## config.mk

```make
export PLATFORM = sky130hd
export DESIGN_NAME = lzo_parse
export DESIGN_NICKNAME = d
export VERILOG_FILES = /design/src/sv/lzo_pkg.sv /design/src/sv/lzo_parse.sv
export SDC_FILE = /design/constraint.sdc
export NUM_CORES = 1
export LEC_CHECK = 0
export BUFFER_PORTS_ARGS = -buffer_cell sky130_fd_sc_hd__clkbuf_2
export CORE_ASPECT_RATIO = 0.5
export CORE_MARGIN = 8
export CORE_UTILIZATION = 30
export CTS_CLUSTER_DIAMETER = 100
export DETAILED_ROUTE_END_ITERATION = 10
export PLACE_DENSITY = 0.41
export REMOVE_ABC_BUFFERS = 1
export SYNTH_ARGS = -nofsm -noshare
export SYNTH_HDL_FRONTEND = slang
export SYNTH_SLANG_ARGS = --single-unit
```

## constraint.sdc

```tcl
create_clock -name clk -period 6.23 [get_ports clk]
set_input_delay 0.3115 -clock clk [delete_from_list [all_inputs] [get_ports clk]]
set_output_delay 0.3115 -clock clk [all_outputs]
set_load 0.005 [all_outputs]
```

## src/sv/lzo_pkg.sv

```systemverilog
`timescale 1ns / 1ps
// ============================================================================
// lzo_pkg - shared types and constants of the LZO1X stream decompressor
// Payload structs, parser state encoding and the saturating length adder.
// ============================================================================
package lzo_pkg;

    localparam int WINDOW_BYTES = 65536;
    localparam int LENGTH_BITS  = 32;
    localparam int ADDR_BITS    = $clog2(WINDOW_BYTES);
    localparam int DIST_BITS    = 17;

    localparam logic [LENGTH_BITS-1:0] LEN_MAX = {LENGTH_BITS{1'b1}};

    localparam logic [DIST_BITS-1:0] M2_FAR_BASE = 17'h00801;
    localparam logic [DIST_BITS-1:0] M4_BASE     = 17'h04000;
    localparam logic [7:0]           FIRST_LIT_BIAS = 8'd17;
    localparam logic [9:0]           ZERO_RUN_STEP  = 10'd255;
    localparam logic [7:0]           M3_BASE_LEN    = 8'd31;
    localparam logic [7:0]           M4_BASE_LEN    = 8'd7;

    localparam logic OP_BYTE  = 1'b0;
    localparam logic OP_DRAIN = 1'b1;

    localparam logic KIND_DATA   = 1'b0;
    localparam logic KIND_REPORT = 1'b1;

    localparam logic [1:0] ST_OK       = 2'd0;
    localparam logic [1:0] ST_LENGTH   = 2'd1;
    localparam logic [1:0] ST_OFFSET   = 2'd2;
    localparam logic [1:0] ST_PENDING  = 2'd3;

    typedef enum logic [3:0] {
        PS_FIRST    = 4'd0,
        PS_INSTR    = 4'd1,
        PS_MATCH    = 4'd2,
        PS_LIT      = 4'd3,
        PS_LITLEN   = 4'd4,
        PS_SHORTOFF = 4'd5,
        PS_MLEN     = 4'd6,
        PS_OFFLO    = 4'd7,
        PS_OFFHI    = 4'd8
    } parse_state_t;

    typedef struct packed {
        logic       op;
        logic [7:0] packed_byte;
        logic       is_last;
    } in_item_t;

    typedef struct packed {
        logic        kind;
        logic [7:0]  data_byte;
        logic        copy_pending;
        logic [1:0]  status;
        logic [31:0] out_length;
    } out_item_t;

    // One decoded step handed from the parser to the write-back stage
    typedef struct packed {
        logic                 res_valid;
        logic                 is_drain;
        logic [ADDR_BITS-1:0] wr_addr;
        logic [ADDR_BITS-1:0] rd_addr;
        out_item_t            res;
    } step_t;

    function automatic logic [LENGTH_BITS-1:0] sat_add(
        input logic [LENGTH_BITS-1:0] a,
        input logic [9:0]             b
    );
        logic [LENGTH_BITS:0] s;
        s = {1'b0, a} + (LENGTH_BITS+1)'(b);
        return s[LENGTH_BITS] ? LEN_MAX : s[LENGTH_BITS-1:0];
    endfunction

endpackage

```

## src/sv/lzo_parse.sv

```systemverilog
`timescale 1ns / 1ps
// ============================================================================
// lzo_parse - LZO1X instruction parser and stream counters
// Decodes one accepted transaction per cycle and forms the step for write-back.
// ============================================================================
module lzo_parse (
    input  logic             clk,
    input  logic             rst_n,
    input  logic             accept,
    input  lzo_pkg::in_item_t item,
    output lzo_pkg::step_t   step
);
    import lzo_pkg::*;

    parse_state_t            state_reg, state_next;
    logic [ADDR_BITS-1:0]    wp_reg, wp_next;
    logic [LENGTH_BITS-1:0]  pc_reg, pc_next;
    logic                    full_reg, full_next;
    logic [7:0]              held_reg, held_next;
    logic [LENGTH_BITS-1:0]  acc_reg, acc_next;
    logic [7:0]              offlo_reg, offlo_next;
    logic [LENGTH_BITS-1:0]  litl_reg, litl_next;
    logic [LENGTH_BITS-1:0]  copyl_reg, copyl_next;
    logic [15:0]             dist_reg, dist_next;
    logic                    after_reg, after_next;

    logic                    report, lit_ok, drain_ok, eof, bad;
    logic [1:0]              rstatus;
    logic                    match_go, begin_go, begin_long, copy_go;
    logic [LENGTH_BITS-1:0]  begin_n, copy_len;
    logic [DIST_BITS-1:0]    copy_d, m4_dist;
    logic [1:0]              copy_tr;
    logic [7:0]              b, t, code;
    logic [13:0]             off;
    logic [DIST_BITS-1:0]    d_mod;
    logic [ADDR_BITS-1:0]    rd_addr;
    logic [32:0]             pc_plus;

    assign b   = item.packed_byte;
    assign t   = held_reg;
    assign off = 14'({b, offlo_reg} >> 2);
    assign pc_plus = 33'(pc_reg) + 33'd1;

    // Fold the copy distance into the window and step back from the pointer
    always_comb
    begin
        d_mod = ({1'b0, dist_reg} >= DIST_BITS'(WINDOW_BYTES))
              ? {1'b0, dist_reg} - DIST_BITS'(WINDOW_BYTES) : {1'b0, dist_reg};
        if (DIST_BITS'(wp_reg) >= d_mod)
            rd_addr = ADDR_BITS'(DIST_BITS'(wp_reg) - d_mod);
        else
            rd_addr = ADDR_BITS'(DIST_BITS'(wp_reg) + DIST_BITS'(WINDOW_BYTES) - d_mod);
    end

    // Next-state logic
    always_comb
    begin
        state_next = state_reg;  wp_next = wp_reg;      pc_next = pc_reg;
        full_next  = full_reg;   held_next = held_reg;  acc_next = acc_reg;
        offlo_next = offlo_reg;  litl_next = litl_reg;  copyl_next = copyl_reg;
        dist_next  = dist_reg;   after_next = after_reg;
        report = 1'b0;  rstatus = ST_OK;  lit_ok = 1'b0;  drain_ok = 1'b0;
        eof = 1'b0;  bad = 1'b0;
        match_go = 1'b0;  begin_go = 1'b0;  begin_long = 1'b0;  copy_go = 1'b0;
        begin_n = '0;  copy_len = '0;  copy_d = '0;  copy_tr = 2'd0;
        code = 8'd0;  m4_dist = '0;

        if (accept)
        begin
            if (item.op == OP_DRAIN)
            begin
                if (copyl_reg != '0)
                begin
                    drain_ok   = 1'b1;
                    copyl_next = copyl_reg - LENGTH_BITS'(1);
                end
            end
            else if (copyl_reg != '0)
            begin
                report  = 1'b1;
                rstatus = ST_PENDING;
            end
            else
            begin
                case (state_reg)
                    PS_FIRST:
                    begin
                        if (b > FIRST_LIT_BIAS)
                        begin
                            begin_go   = 1'b1;
                            begin_n    = LENGTH_BITS'(b - FIRST_LIT_BIAS);
                            begin_long = (b - FIRST_LIT_BIAS) >= 8'd4;
                        end
                        else if (b >= 8'd16)
                            match_go = 1'b1;
                        else if (b == 8'd0)
                        begin
                            acc_next   = '0;
                            state_next = PS_LITLEN;
                        end
                        else
                        begin
                            begin_go = 1'b1;  begin_n = LENGTH_BITS'(b) + LENGTH_BITS'(3);
                            begin_long = 1'b1;
                        end
                    end
                    PS_MATCH:
                        match_go = 1'b1;
                    PS_LIT:
                    begin
                        lit_ok    = 1'b1;
                        litl_next = litl_reg - LENGTH_BITS'(1);
                        if (litl_reg == LENGTH_BITS'(1))
                            state_next = PS_MATCH;
                    end
                    PS_LITLEN:
                    begin
                        if (b == 8'd0)
                            acc_next = sat_add(acc_reg, ZERO_RUN_STEP);
                        else
                        begin
                            begin_go = 1'b1;  begin_long = 1'b1;
                            begin_n  = sat_add(acc_reg, 10'(b) + 10'd18);
                        end
                    end
                    PS_SHORTOFF:
                    begin
                        copy_go = 1'b1;
                        copy_tr = t[1:0];
                        if (t >= 8'd64)
                        begin
                            copy_d   = DIST_BITS'(1) + DIST_BITS'(t[4:2]) + (DIST_BITS'(b) << 3);
                            copy_len = LENGTH_BITS'(t[7:5]) + LENGTH_BITS'(1);
                        end
                        else if (after_reg)
                        begin
                            copy_d   = M2_FAR_BASE + DIST_BITS'(t[7:2]) + (DIST_BITS'(b) << 2);
                            copy_len = LENGTH_BITS'(3);
                        end
                        else
                        begin
                            copy_d   = DIST_BITS'(1) + DIST_BITS'(t[7:2]) + (DIST_BITS'(b) << 2);
                            copy_len = LENGTH_BITS'(2);
                        end
                    end
                    PS_MLEN:
                    begin
                        if (b == 8'd0)
                            acc_next = sat_add(acc_reg, ZERO_RUN_STEP);
                        else
                        begin
                            acc_next = sat_add(acc_reg, 10'(b) + 10'd2
                                       + 10'((t >= 8'd32) ? M3_BASE_LEN : M4_BASE_LEN));
                            state_next = PS_OFFLO;
                        end
                    end
                    PS_OFFLO:
                    begin
                        offlo_next = b;
                        state_next = PS_OFFHI;
                    end
                    PS_OFFHI:
                    begin
                        copy_tr  = offlo_reg[1:0];
                        copy_len = acc_reg;
                        if (t >= 8'd32)
                        begin
                            copy_go = 1'b1;
                            copy_d  = DIST_BITS'(1) + DIST_BITS'(off);
                        end
                        else
                        begin
                            m4_dist = (t[3] ? M4_BASE : '0) + DIST_BITS'(off);
                            if (m4_dist == '0)
                                eof = 1'b1;
                            else
                            begin
                                copy_go = 1'b1;
                                copy_d  = m4_dist + M4_BASE;
                            end
                        end
                    end
                    default:
                    begin
                        if (b >= 8'd16)
                            match_go = 1'b1;
                        else if (b == 8'd0)
                        begin
                            acc_next   = '0;
                            state_next = PS_LITLEN;
                        end
                        else
                        begin
                            begin_go = 1'b1;  begin_n = LENGTH_BITS'(b) + LENGTH_BITS'(3);
                            begin_long = 1'b1;
                        end
                    end
                endcase

                if (match_go)
                begin
                    held_next = b;
                    acc_next  = '0;
                    if (b >= 8'd64 || b < 8'd16)
                        state_next = PS_SHORTOFF;
                    else
                    begin
                        code = (b >= 8'd32) ? {3'd0, b[4:0]} : {5'd0, b[2:0]};
                        if (code == 8'd0)
                            state_next = PS_MLEN;
                        else
                        begin
                            acc_next   = LENGTH_BITS'(code) + LENGTH_BITS'(2);
                            state_next = PS_OFFLO;
                        end
                    end
                end

                if (copy_go)
                begin
                    if (!full_reg && 33'(copy_d) > 33'(pc_reg))
                        bad = 1'b1;
                    else
                    begin
                        dist_next  = copy_d[15:0];
                        copyl_next = copy_len;
                        if (copy_tr == 2'd0)
                            state_next = PS_INSTR;
                        else
                        begin
                            begin_go = 1'b1;  begin_n = LENGTH_BITS'(copy_tr);
                        end
                    end
                end

                if (begin_go)
                begin
                    litl_next  = begin_n;
                    after_next = begin_long;
                    state_next = (begin_n == '0) ? PS_MATCH : PS_LIT;
                end

                if (eof)
                begin
                    report  = 1'b1;
                    rstatus = item.is_last ? ST_OK : ST_LENGTH;
                end
                else if (bad)
                begin
                    report = 1'b1;  rstatus = ST_OFFSET;
                end
                else if (item.is_last)
                begin
                    report = 1'b1;  rstatus = ST_LENGTH;
                end
            end

            // Advance the window pointer and byte count for each byte emitted
            if ((drain_ok || lit_ok) && !report)
            begin
                wp_next   = (wp_reg == ADDR_BITS'(WINDOW_BYTES - 1)) ? '0
                          : wp_reg + ADDR_BITS'(1);
                pc_next   = pc_plus[LENGTH_BITS-1:0];
                full_next = full_reg || (pc_plus >= 33'(WINDOW_BYTES));
            end

            // Drop the whole stream context after a report
            if (report)
            begin
                state_next = PS_FIRST;  wp_next = '0;  pc_next = '0;  full_next = 1'b0;
                held_next = '0;  acc_next = '0;  offlo_next = '0;  litl_next = '0;
                copyl_next = '0;  dist_next = '0;  after_next = 1'b0;
            end
        end
    end

    // Output logic
    always_comb
    begin
        step.res_valid        = report || drain_ok || (lit_ok && !report);
        step.is_drain         = drain_ok;
        step.wr_addr          = wp_reg;
        step.rd_addr          = rd_addr;
        step.res.kind         = report ? KIND_REPORT : KIND_DATA;
        step.res.data_byte    = (lit_ok && !report) ? b : 8'd0;
        step.res.copy_pending = drain_ok && (copyl_reg != LENGTH_BITS'(1));
        step.res.status       = report ? rstatus : ST_OK;
        step.res.out_length   = (report && rstatus == ST_OK) ? 32'(pc_reg) : 32'd0;
    end

    always_ff @(posedge clk or negedge rst_n)
    begin
        if (!rst_n)
        begin
            state_reg <= PS_FIRST;  wp_reg <= '0;  pc_reg <= '0;  full_reg <= 1'b0;
            held_reg <= '0;  acc_reg <= '0;  offlo_reg <= '0;  litl_reg <= '0;
            copyl_reg <= '0;  dist_reg <= '0;  after_reg <= 1'b0;
        end
        else
        begin
            state_reg <= state_next;  wp_reg <= wp_next;  pc_reg <= pc_next;
            full_reg <= full_next;  held_reg <= held_next;  acc_reg <= acc_next;
            offlo_reg <= offlo_next;  litl_reg <= litl_next;  copyl_reg <= copyl_next;
            dist_reg <= dist_next;  after_reg <= after_next;
        end
    end

endmodule

```

=== Word level (Yosys, flattened, before mapping) ===
Cells that the tools add are included.

* Output and inout bits: 78
* Input port bits: 13
* Register bits after elaboration: 182

* Add/sub/neg operators: 27
* Muxes and demuxes: 159
* $lt $le $gt $ge: 11
* Equal/unequal tests: 19
* Reductions and logical operators: 41

{| class="wikitable"
|+ Operator list
! kind !! count
|-
| $mux W32 || 34
|-
| $mux W16 || 9
|-
| $pmux W32 S4 || 1
|-
| $pmux W32 S3 || 1
|-
| $mux W17 || 5
|-
| $mux W8 || 9
|-
| $pmux W32 S2 || 1
|-
| $sub A32 B1 Y32 const B || 2
|-
| $mux W1 || 59
|-
| $mux W4 || 14
|-
| $pmux W17 S2 || 1
|-
| $add A32 B1 Y33 const B || 1
|-
| $add A32 B10 Y33 || 1
|-
| $add A32 B8 Y33 const B || 1
|-
| $add A32 B9 Y33 || 1
|-
| $ge A33 B17 Y1 const B || 1
|-
| $add A16 B1 Y16 const B || 2
|-
| $eq A32 B1 Y1 const B || 1
|-
| $gt A17 B32 Y1 || 1
|-
| $logic_not A32 Y1 || 1
|-
| $ne A32 B1 Y1 const B || 1
|-
| $reduce_bool A32 Y1 || 1
|-
| $sub A16 B16 Y16 || 2
|-
| $mux W14 || 2
|-
| 57 further kinds || 105
|}

=== Logic depth before layout (Yosys ltp) ===
Gate-level depths: netlist of run 1.

* Depth after elaboration: 25
* Gate-level depth with buffers: 22
* Mapped depth without buffers: 20

=== Least setup slack after synthesis of run 1 ===
OpenSTA, ideal clock, no wires.

* Path kind: flip-flop to flip-flop
* From: reg held_reg[7]
* To: reg litl_reg[13]
* Arrival: 4,488 ps
* Library setup time: 121 ps
* Stages on the path, launching flop included: 20
* Setup slack: 1,621 ps
* Path through: dfrtp_1 -> nor3_1 -> a41o_1 -> clkbuf_1 -> and4_1 -> and3_1 -> nand4_1 -> xnor2_1 -> a22o_1 -> ha_1 -> nand4_1 -> nor4_1 -> o21ai_0 -> o211ai_1 -> nand3_1 -> a31o_2 -> a31oi_1 -> clkbuf_1 -> o21ai_0 -> a22o_1

* Cells in the longest elaborated chain, start to end: 22

{| class="wikitable"
|+ RTL lines
! item !! RTL line !! source
|-
| start, declared || lzo_parse.sv:19 || <nowiki>logic [7:0] held_reg, held_next;</nowiki>
|-
| start signal, assigned || lzo_parse.sv:302 || <nowiki>full_reg <= full_next; held_reg <= held_next; acc_reg <= acc_next;</nowiki>
|-
| $add A12 B6 Y13 or $add A1 B6 Y7 (tied branches) || lzo_parse.sv:137, lzo_parse.sv:142 ||
|-
| $add A13 B10 Y14 or $add A7 B10 Y11 (tied branches) || lzo_parse.sv:137, lzo_parse.sv:142 ||
|-
| $mux W14 || lzo_parse.sv:135 || <nowiki>else if (after_reg)</nowiki>
|-
| $mux W14 || lzo_parse.sv:130 || <nowiki>if (t >= 8'd64)</nowiki>
|-
| $pmux W17 S2 || lzo_parse.sv:85 || <nowiki>case (state_reg)</nowiki>
|-
| $mux W17 || lzo_parse.sv:78 || <nowiki>else if (copyl_reg != '0)</nowiki>
|-
| $mux W17 || lzo_parse.sv:70 || <nowiki>if (item.op == OP_DRAIN)</nowiki>
|-
| $mux W17 || lzo_parse.sv:68 || <nowiki>if (accept)</nowiki>
|-
| [6 not listed] || -- ||
|-
| $mux W1 || lzo_parse.sv:68 ||
|-
| $mux W1 || lzo_parse.sv:248 || <nowiki>else if (bad)</nowiki>
|-
| $mux W1 || lzo_parse.sv:243 || <nowiki>if (eof)</nowiki>
|-
| $mux W1 || lzo_parse.sv:78 ||
|-
| $mux W1 || lzo_parse.sv:70 ||
|-
| $mux W1 || lzo_parse.sv:68 ||
|-
| $ne A2 B1 Y1 (no line) or $reduce_bool A3 Y1 (tied branches) || -- ||
|-
| $reduce_and A4 Y1 (no line) || -- ||
|-
| end signal, assigned || lzo_parse.sv:303 || <nowiki>offlo_reg <= offlo_next; litl_reg <= litl_next; copyl_reg <= copyl_next;</nowiki>
|-
| end, declared || lzo_parse.sv:22 || <nowiki>logic [LENGTH_BITS-1:0] litl_reg, litl_next;</nowiki>
|}

Parallel ways exist; a longest one is shown, timed or not. The select of a mux whose other input is x is not followed.
A chain may end at the register's enable or synchronous reset.

==> results.sh, run 1 <==
export IMPL_dieWidth_um=347
export IMPL_finalClockSkew_ns=0.0214
export IMPL_hold_class="input port to asynchronous set/reset pin"
export IMPL_synth_compound_area_share_pct=25.9
export IMPL_reg2reg_depth=17
export IMPL_initial_utilization_pct=30.5
export IMPL_layout_common_cells="nor2_1 (208), o21ai_0 (202), dfrtp_1 (182)"
export IMPL_place_inst=2863
export IMPL_ant_nets=0
export IMPL_place_congestion=0.876
export IMPL_ys_warn_count=0
export IMPL_maxCapViolations=0
export IMPL_synth_largest_area_cell="dfrtp_1"
export IMPL_rr_endpoint="litl_reg[16]"
export IMPL_worst_setup_path_type="flop to primary output"
export IMPL_relSlewSlack_pct=20.7
export IMPL_arrival_ns=5.49
export IMPL_num_rows=60
export IMPL_vias_per_cell=5.74
export IMPL_rr_startpoint="held_reg[7]"
export IMPL_final_common_cell="nor2_1"
export IMPL_yosys_area_share_simple_pct=24.8
export IMPL_seqCellArea_um2=4550
export IMPL_routedWlPerCell_um=23.0
export IMPL_synth_top_area_share_pct=27.7
export IMPL_p_leak_nw=7.56
export IMPL_period_share_pct=93.1
export IMPL_fmax_mhz=172
export IMPL_ys_types=89
export IMPL_synthAdderAreaFrac_pct=7.46
export IMPL_clk_pin_slew_worst_paths_ns=0.08
export IMPL_cts_made_buffers=17
export IMPL_worstSetupEndpointType="primary output"
export IMPL_tightest_slew_ns=1.16
export IMPL_rsz0062_at_grt="false"
export IMPL_r2r_slack_ns=0.46
export IMPL_synth_avg_cell_area_um2=7.67
export IMPL_dp_slack_ns=0.529
export IMPL_setup_tns_ns=0
export IMPL_synthTopCellsByArea="dfrtp_1 (28%), ha_1 (6.6%), o21ai_0 (6.1%)"
export IMPL_nets=2277
export IMPL_netlist_area_um2=16500
export IMPL_outcome="complete, no violations"
export IMPL_wl_um=66600
export IMPL_synth_top_family_by_area="compound AO/OA/AOI/OAI gates"
export IMPL_h_tree_depth=4
export IMPL_clock_latency_ns=0.48
export IMPL_required_ns=5.92
export IMPL_grt_max_degree=69
export IMPL_finalSetupViolCount=0
export IMPL_n_fill_cell=5768
export IMPL_cts_sinks=182
export IMPL_cts_root_buffer_cell="clkbuf_16"
export IMPL_synth_seq_cells=182
export IMPL_crit_fanout=8
export IMPL_ios=91
export IMPL_ys_seq_area_share_pct=27.7
export IMPL_fin_cells=2896
export IMPL_num_vias=16610
export IMPL_grt_pass1_wl_um=104000
export IMPL_n_antenna_cell=0
export IMPL_grt_usage_pct=20.7
export IMPL_antenna_found_initial=0
export IMPL_synth_xor_area_share_pct=6.91
export IMPL_drc=0
export IMPL_irDropWorstVdd_v=0.000234
export IMPL_multi_input_area_um2=11000
export IMPL_synth_ff_type="dfrtp_1"
export IMPL_drive_above_1_share_pct=10.6
export IMPL_slew_violations=0
export IMPL_area_delta_synth_final_pct=11.3
export IMPL_synth_async_reset_ratio_pct=100
export IMPL_cts_tree="yes"
export IMPL_grt_pass1_vias=16492
export IMPL_period_minus_slack_ns=5.80
export IMPL_die_h_um=182
export IMPL_synth_edff_count=0
export IMPL_die_area_um2=63100
export IMPL_syn_inst=2146
export IMPL_numPortBuffers=90
export IMPL_final_hold_violation_count=0
export IMPL_fin_ws_ns=0.429
export IMPL_clockBufferDepth=2
export IMPL_synth_mux_area_share_pct=1.58
export IMPL_hpwlAfterDp_um=49000
export IMPL_power_per_cell_area_nw_per_um2=407
export IMPL_drt_iter0_drc=1626
export IMPL_start_kind="flop"
export IMPL_core_area_um2=54000
export IMPL_grt_ovfl_total=0
export IMPL_firstDrtPassIters=6
-- per-stage QoR --
step	power, W	hold slack [ns]	util [%]	area, um^2
3_3_place_gp	0.00625	0.362	32.8	17700
3_5_place_dp	0.00619	0.368	32.8	17700
4_1_cts	0.00747	0.417	34.0	18300
5_1_grt	0.00810	0.448	34.0	18300
6_report	0.00746	0.404	34.0	18300
2_1_floorplan	0.00465	0.0159	-	15900
-- cells in the mapped netlist (12+ instances only) --
| cell type | count |
|---|---|
| a21oi_1 | 141 |
| and2_1 | 50 |
| ha_1 | 87 |
| a22o_1 | 36 |
| a32oi_1 | 14 |
| o21ai_0 | 202 |
| or3_1 | 24 |
| nor4_1 | 48 |
| a31oi_1 | 33 |
| nor2b_1 | 21 |
| xor2_1 | 58 |
| or2_2 | 12 |
| o211ai_1 | 16 |
| nand4_1 | 44 |
| dfrtp_1 | 182 |
| nor2_1 | 208 |
| xnor2_1 | 72 |
| nor3_1 | 84 |
| a21o_1 | 16 |
| mux2_2 | 16 |
| o2bb2ai_1 | 16 |
| o21ai_1 | 17 |
| nand3_1 | 79 |
| o31ai_1 | 38 |
| and3_1 | 36 |
| o41ai_1 | 13 |
| o22ai_1 | 18 |
| clkbuf_1 | 116 |
| nand2_1 | 165 |
| inv_1 | 87 |
-- routing by layer --
metal	part of all wire (%)	GRT usage, %	vias up
li1	-	-	7931
met5	0	0	-
met4	2.0	4.93	0
met3	4.8	2.84	74
met1	48	28.9	8113
met2	45	33.8	492
-- worst max path at each step --
| stage | start | end | slack [ns] | cells after the start |
|---|---|---|---|---|
| 2_1_floorplan | held_reg[7] | litl_reg[10] | 0.98 | 17 |
| 3_3_place_gp | held_reg[7] | litl_reg[20] | 0.64 | 18 |
| 3_5_place_dp | item[1] | litl_reg[20] | 0.53 | 19 |
| 4_1_cts | held_reg[7] | step[43] | 0.40 | 17 |
| 5_1_grt | held_reg[6] | litl_reg[2] | 0.03 | 19 |
| 6_report | held_reg[7] | step[43] | 0.43 | 16 |
-- worst max-delay path: stages, from the launching register on --
cell and delay (ns):
dfrtp_1 0.47, or3_1 0.42, a41o_1 0.33, buf_4 0.21, nor4_1 0.58, nor2_1 0.08
a21oi_1 0.17, o22ai_1 0.13, ha_1 0.31, nand2_1 0.07, nor4_1 0.34, o21ai_0 0.16
o211ai_1 0.20, nand3_1 0.31, and3_1 0.35, nor2_1 0.64, clkbuf_2 0.24
-- report_power, final --
part           internal (W)  leakage, nW  switching, W  total (W)
Sequential          0.00139         2.50      0.000313    0.00171
Combinational       0.00161         4.76       0.00290    0.00451
Clock              0.000656        0.304      0.000586    0.00124
-- cells by family after synthesis --
group,count (synthesis)
xor+xnor,130
simple gates,819
flops,182
mux,24
fa+ha+maj,94
compound gates,662
buf+inv,235
-- final cells by class --
| type | count | share of cell area (%) |
|---|---|---|
| multi-input combinational | 1729 | 60.0 |
| sequential | 182 | 24.8 |
| timing repair buffer | 149 | 4.94 |
| tap | 713 | 4.87 |
| clock buffer | 18 | 2.40 |
| inverter | 91 | 1.87 |
| clock inverter | 14 | 1.03 |
-- timing repair --
action,CTS,global route
hold endpoints to repair,66,0
setup buffers,0,0
endpoints found under the setup margin,0,0
gates resized for setup,0,0
hold buffers,1,0
(Power assumes the default switching activity.)
==> inputs of run 2 (changes only) <==
--- a/config.mk
+++ b/config.mk
@@ -12,7 +12,6 @@
 export CTS_CLUSTER_DIAMETER = 100
 export DETAILED_ROUTE_END_ITERATION = 10
 export PLACE_DENSITY = 0.41
-export REMOVE_ABC_BUFFERS = 1
 export SYNTH_ARGS = -nofsm -noshare
 export SYNTH_HDL_FRONTEND = slang
 export SYNTH_SLANG_ARGS = --single-unit
==> results.sh, run 2 (synthesized netlist as in run 1, its figures left out) <==
export IMPL_tightest_slew_ns=1.15
export IMPL_period_share_pct=91.1
export IMPL_crit_chain="nor3_1 > a41o_1 > and4_1 > and3_1 > nand4_1 > xnor2_1 > a22o_1 > ha_1 > nand4_1 > nor4_1 > o21ai_0 > o211ai_1 > nand3_1 > a31oi_4 > nor4_1 > buf_4 > and2_1 > clkbuf_2"
export IMPL_clk_pin_slew_worst_paths_ns=0.08
export IMPL_grt_pass1_wl_um=104000
export IMPL_die_area_um2=63100
export IMPL_outcome="complete, no violations"
export IMPL_cts_root_buffer_cell="clkbuf_16"
export IMPL_cts_made_buffers=17
export IMPL_power_w=0.00746
export IMPL_n_fill_cell=5715
export IMPL_routedWlPerCell_um=23.0
export IMPL_m1WireLength_um=31700
export IMPL_vias_per_cell=5.76
export IMPL_post_cts_setup_buffer_count=0
export IMPL_grt_max_degree=113
export IMPL_die_h_um=182
export IMPL_worst_setup_path_type="flop to primary output"
export IMPL_arrival_ns=5.36
export IMPL_routed_top_layer="met5"
export IMPL_dp_slack_ns=0.726
export IMPL_h_tree_depth=4
export IMPL_irDropWorstVdd_v=0.000253
export IMPL_finalSetupViolCount=0
export IMPL_ant_nets=0
export IMPL_grt_usage_pct=20.7
export IMPL_finalClockSkew_ns=0.0228
export IMPL_clockBufferDepth=2
export IMPL_n_antenna_cell=0
export IMPL_seqCellArea_um2=4550
export IMPL_hold_class="input port to asynchronous set/reset pin"
export IMPL_layout_common_cells="nor2_1 (207), o21ai_0 (202), dfrtp_1 (182)"
export IMPL_multi_input_area_um2=11000
export IMPL_grt_pass1_vias=16354
export IMPL_place_congestion=0.887
export IMPL_wl_met2_um=30000
export IMPL_p_leak_nw=7.59
export IMPL_crit_fanout=12
export IMPL_worstSetupEndpointType="primary output"
export IMPL_grt_ovfl_total=0
export IMPL_start_kind="flop"
export IMPL_num_vias=16699
export IMPL_max_stage_delay_ns=0.59
export IMPL_drc=0
export IMPL_fin_ws_ns=0.556
export IMPL_relSlewSlack_pct=21.1
export IMPL_drt_iter0_drc=1357
export IMPL_hpwlAfterDp_um=48400
export IMPL_numPortBuffers=90
export IMPL_required_ns=5.92
export IMPL_core_area_um2=54000
export IMPL_firstDrtPassIters=5
export IMPL_initial_utilization_pct=30.5
export IMPL_power_per_cell_area_nw_per_um2=406
export IMPL_cpMaxStageDelayCell="a31oi_4"
export IMPL_final_hold_violation_count=0
export IMPL_cts_sinks=182
export IMPL_syn_num_nets=2253
export IMPL_rsz0062_at_grt="false"
export IMPL_wl_met3_um=3460
export IMPL_setup_tns_ns=0
export IMPL_cts_tree="yes"
export IMPL_fmax_mhz=176
export IMPL_antenna_found_initial=1
export IMPL_drive_above_1_share_pct=10.6
export IMPL_area_delta_synth_final_pct=11.7
export IMPL_dieWidth_um=347
export IMPL_ios=91
export IMPL_num_rows=60
export IMPL_clock_latency_ns=0.48
export IMPL_wl_um=66600
export IMPL_period_minus_slack_ns=5.67
export IMPL_maxCapViolations=0
export IMPL_final_common_cell="nor2_1"
export IMPL_slew_violations=0
export IMPL_nets=2280
-- run 2: cell types whose count changed in the layout (fill, tap and decap cells not counted), moves of 2 or more --
cell,before,now
buf_12,0,2
clkinv_2,3,1
clkinv_4,0,2
clkbuf_1,0,3
inv_6,4,2
nor3_2,4,2
-- run 2: worst max-delay path, delay by kind of cell (launching register included) --
kind / cells / cell delay (ns)
simple gates: 9 / 2.01
flops: 1 / 0.49
buf+inv: 2 / 0.30
xor+xnor: 1 / 0.18
compound gates: 5 / 1.60
fa+ha+maj: 1 / 0.30
-- run 2: repair_timing --
| item | in CTS | in global routing |
|---|---|---|
| gates resized for setup | 0 | 1 |
| hold endpoints to repair | 70 | 0 |
| hold buffers | 1 | 0 |
| endpoints found under the setup margin | 0 | 1 |
-- run 2: path summary, 6_finish.rpt --
check	from	to	slack [ns]	cells after the start
min reg2reg	litl_reg[28]	litl_reg[28]	0.49	1
max in group asynchronous	rst_n	litl_reg[12]	4.67	3
min	rst_n	pc_reg[21]	0.39	2
min in group clk	item[0]	acc_reg[21]	0.40	4
max	held_reg[7]	step[35]	0.56	18
max reg2reg	held_reg[7]	state_reg[0]	0.66	18
-- run 2: per-stage QoR --
stage          cells  util [%]  hold WS [ns]  instance area (um^2)
2_1_floorplan   2146         -        0.0159                 16500
3_3_place_gp    2866      32.9         0.377                 17700
3_5_place_dp    2866      32.9         0.374                 17700
4_1_cts         2899      34.1         0.390                 18400
5_1_grt         2899      34.1         0.421                 18400
6_report        2899      34.1         0.389                 18400
-- run 2: where the power goes --
group	total (W)	leakage (nW)	internal, W	switching (W)
sequential	0.00171	2.50	0.00139	0.000317
clock	0.00127	0.307	0.000694	0.000576
combinational	0.00448	4.78	0.00162	0.00287
total	0.00746	7.59	0.00370	0.00376
-- run 2: layout make-up --
class	instances	area share, %
multi-input combinational	1729	59.9
sequential	182	24.8
timing repair buffer	152	5.18
tap	713	4.85
clock buffer	21	2.45
inverter	91	1.86
clock inverter	11	1.03
-- run 2: metal layers --
layer	global-route usage, %	vias to the layer above
li1	-	7934
met1	28.8	8151
met2	33.1	520
met3	3.20	92
met4	5.68	2
met5	0	-
==> inputs of run 3 (changes only) <==
--- a/config.mk
+++ b/config.mk
@@ -6,12 +6,15 @@
 export NUM_CORES = 1
 export LEC_CHECK = 0
 export BUFFER_PORTS_ARGS = -buffer_cell sky130_fd_sc_hd__clkbuf_2
+export CELL_PAD_IN_SITES_DETAIL_PLACEMENT = 1
+export CELL_PAD_IN_SITES_GLOBAL_PLACEMENT = 2
 export CORE_ASPECT_RATIO = 0.5
 export CORE_MARGIN = 8
 export CORE_UTILIZATION = 30
 export CTS_CLUSTER_DIAMETER = 100
 export DETAILED_ROUTE_END_ITERATION = 10
-export PLACE_DENSITY = 0.41
+export PLACE_DENSITY = 0.64
+export SKIP_CTS_REPAIR_TIMING = 1
 export SYNTH_ARGS = -nofsm -noshare
 export SYNTH_HDL_FRONTEND = slang
 export SYNTH_SLANG_ARGS = --single-unit
==> results.sh, run 3 (synthesized netlist as in run 1, its figures left out) <==
export IMPL_dp_slack_ns=0.770
export IMPL_relSlewSlack_pct=18.4
export IMPL_n_fill_cell=6579
export IMPL_worstSetupEndpointType="primary output"
export IMPL_num_rows=60
export IMPL_p_seq_share_pct=22.6
export IMPL_clk_pin_slew_worst_paths_ns=0.08
export IMPL_cts_tree="yes"
export IMPL_worst_setup_path_type="flop to primary output"
export IMPL_crit_family="simple AND/OR/NAND/NOR gates"
export IMPL_layout_common_cells="nor2_1 (208), o21ai_0 (202), dfrtp_1 (182)"
export IMPL_m1WireLength_um=34300
export IMPL_p_clk_share_pct=15.8
export IMPL_drive_above_1_share_pct=11.1
export IMPL_wl_met3_um=2870
export IMPL_core_area_um2=54000
export IMPL_rr_startpoint="state_reg[2]"
export IMPL_period_share_pct=90.6
export IMPL_hpwlAfterDp_um=52600
export IMPL_path_buf_inv=1
export IMPL_fin_ws_ns=0.588
export IMPL_drt_iter0_drc=1337
export IMPL_num_vias=16993
export IMPL_nets=2291
export IMPL_cts_sinks=182
export IMPL_crit_start="held_reg[4]"
export IMPL_firstDrtPassIters=5
export IMPL_cts_root_buffer_cell="clkbuf_16"
export IMPL_numPortBuffers=90
export IMPL_maxCapViolations=0
export IMPL_ant_nets=0
export IMPL_initial_utilization_pct=30.5
export IMPL_tightest_slew_ns=1.19
export IMPL_finalSetupViolCount=0
export IMPL_post_route_cell_area_um2=18400
export IMPL_setup_tns_ns=0
export IMPL_clock_latency_ns=0.48
export IMPL_seqCellArea_um2=4550
export IMPL_p_int_w=0.00363
export IMPL_irDropWorstVdd_v=0.000230
export IMPL_multi_input_area_um2=11000
export IMPL_final_common_cell="nor2_1"
export IMPL_power_w=0.00755
export IMPL_start_kind="flop"
export IMPL_outcome="complete, no violations"
export IMPL_fmax_mhz=177
export IMPL_vias_per_cell=5.84
export IMPL_arrival_ns=5.33
export IMPL_dieWidth_um=347
export IMPL_syn_num_nets=2253
export IMPL_slew_violations=0
export IMPL_grt_max_degree=95
export IMPL_required_ns=5.92
export IMPL_wl_met2_um=33000
export IMPL_r2r_slack_ns=0.83
export IMPL_power_switching_share_pct=52.0
export IMPL_crit_chain="ha_1 > a21o_1 > a21oi_1 > o21bai_1 > a21oi_1 > nor2_1 > a21oi_1 > o21ai_0 > a22o_1 > ha_1 > nand4_1 > nor4_1 > o21ai_0 > o211ai_1 > nand3_1 > and3_1 > nor2_1 > clkbuf_2"
export IMPL_place_area_um2=17800
export IMPL_cpMaxStageDelayCell="nor2_1"
export IMPL_final_hold_violation_count=0
export IMPL_routedWlPerCell_um=24.6
export IMPL_antenna_found_initial=3
export IMPL_grt_ovfl_total=0
export IMPL_cts_made_buffers=17
export IMPL_p_leak_nw=7.62
export IMPL_wl_um=71500
export IMPL_period_minus_slack_ns=5.64
export IMPL_finalClockSkew_ns=0.0185
export IMPL_grt_pass1_wl_um=111000
export IMPL_switching_power_w=0.00393
export IMPL_clockBufferDepth=2
export IMPL_grt_pass1_vias=17283
export IMPL_power_per_cell_area_nw_per_um2=410
export IMPL_die_area_um2=63100
export IMPL_grt_usage_pct=22.3
export IMPL_max_stage_delay_ns=0.59
export IMPL_path_common_cell="a21oi_1"
export IMPL_area_delta_synth_final_pct=11.8
export IMPL_h_tree_depth=4
export IMPL_drc=0
export IMPL_rsz0062_at_grt="false"
export IMPL_place_congestion=0.868
export IMPL_die_h_um=182
export IMPL_crit_fanout=7
export IMPL_p_comb_share_pct=61.6
export IMPL_ios=91
export IMPL_hold_class="input port to asynchronous set/reset pin"
export IMPL_routed_top_layer="met4"
-- run 3: cell count changes in the layout (fill, tap and decap cells not counted), sizes merged --
cell and delta:
bufinv -3, inv +3, buf +11, clkinv +2, diode +1, clkbuf -3
-- run 3: final cells by class --
| class | instances | share of cell area, % |
|---|---|---|
| Clock buffer | 18 | 2.38 |
| Multi-Input combinational cell | 1729 | 59.7 |
| Sequential cell | 182 | 24.7 |
| Tap cell | 713 | 4.84 |
| Timing Repair Buffer | 163 | 5.55 |
| Clock inverter | 13 | 0.863 |
| Inverter | 91 | 1.86 |
| Antenna cell | 1 | 0.0136 |
-- run 3: path summary, 6_finish.rpt --
kind / end / depth (start not counted)
worst max-delay path: step[43] / 18
worst min-delay path: acc_reg[26] / 2
worst max register to register: litl_reg[13] / 15
worst min register to register: litl_reg[30] / 1
max in group asynchronous: pc_reg[29] / 3
min in group clk: litl_reg[30] / 1
-- run 3: per-layer routing --
layer,up-vias,global-route usage [%]
met2,371,36.3
li1,7946,-
met3,68,3.01
met1,8608,31.0
met5,-,0
met4,0,5.68
-- run 3: through the flow --
step	cells	util (%)	hold WS, ns
finish	2910	34.1	0.454
CTS	2908	34.1	-0.0659
floorplan	2146	-	0.0159
global route	2910	34.1	0.508
global placement	2877	33.0	0.460
detailed placement	2877	33.0	0.458
-- run 3: worst register-to-register path, cell delays in order, from the launching register on --
cell and delay [ns]:
dfrtp_1 0.66, nor2b_1 0.49, and3_1 0.61, o21ai_0 0.20
o22ai_1 0.33, ha_1 0.32, a21oi_1 0.16, nor2_1 0.07
a211oi_1 0.27, o211ai_1 0.17, a21boi_1 0.62, a21oi_1 0.34
a31oi_2 0.26, buf_4 0.36, o21ai_0 0.19, a22o_1 0.25
-- run 3: power groups by stage --
stage / registers, W / clock network [W] / logic [W]
finish: 0.00170 / 0.00120 / 0.00465
CTS: 0.00170 / 0.00123 / 0.00464
floorplan: 0.00160 / 0 / 0.00316
global placement: 0.00172 / 0 / 0.00462
global route: 0.00175 / 0.00127 / 0.00515
detailed placement: 0.00172 / 0 / 0.00463
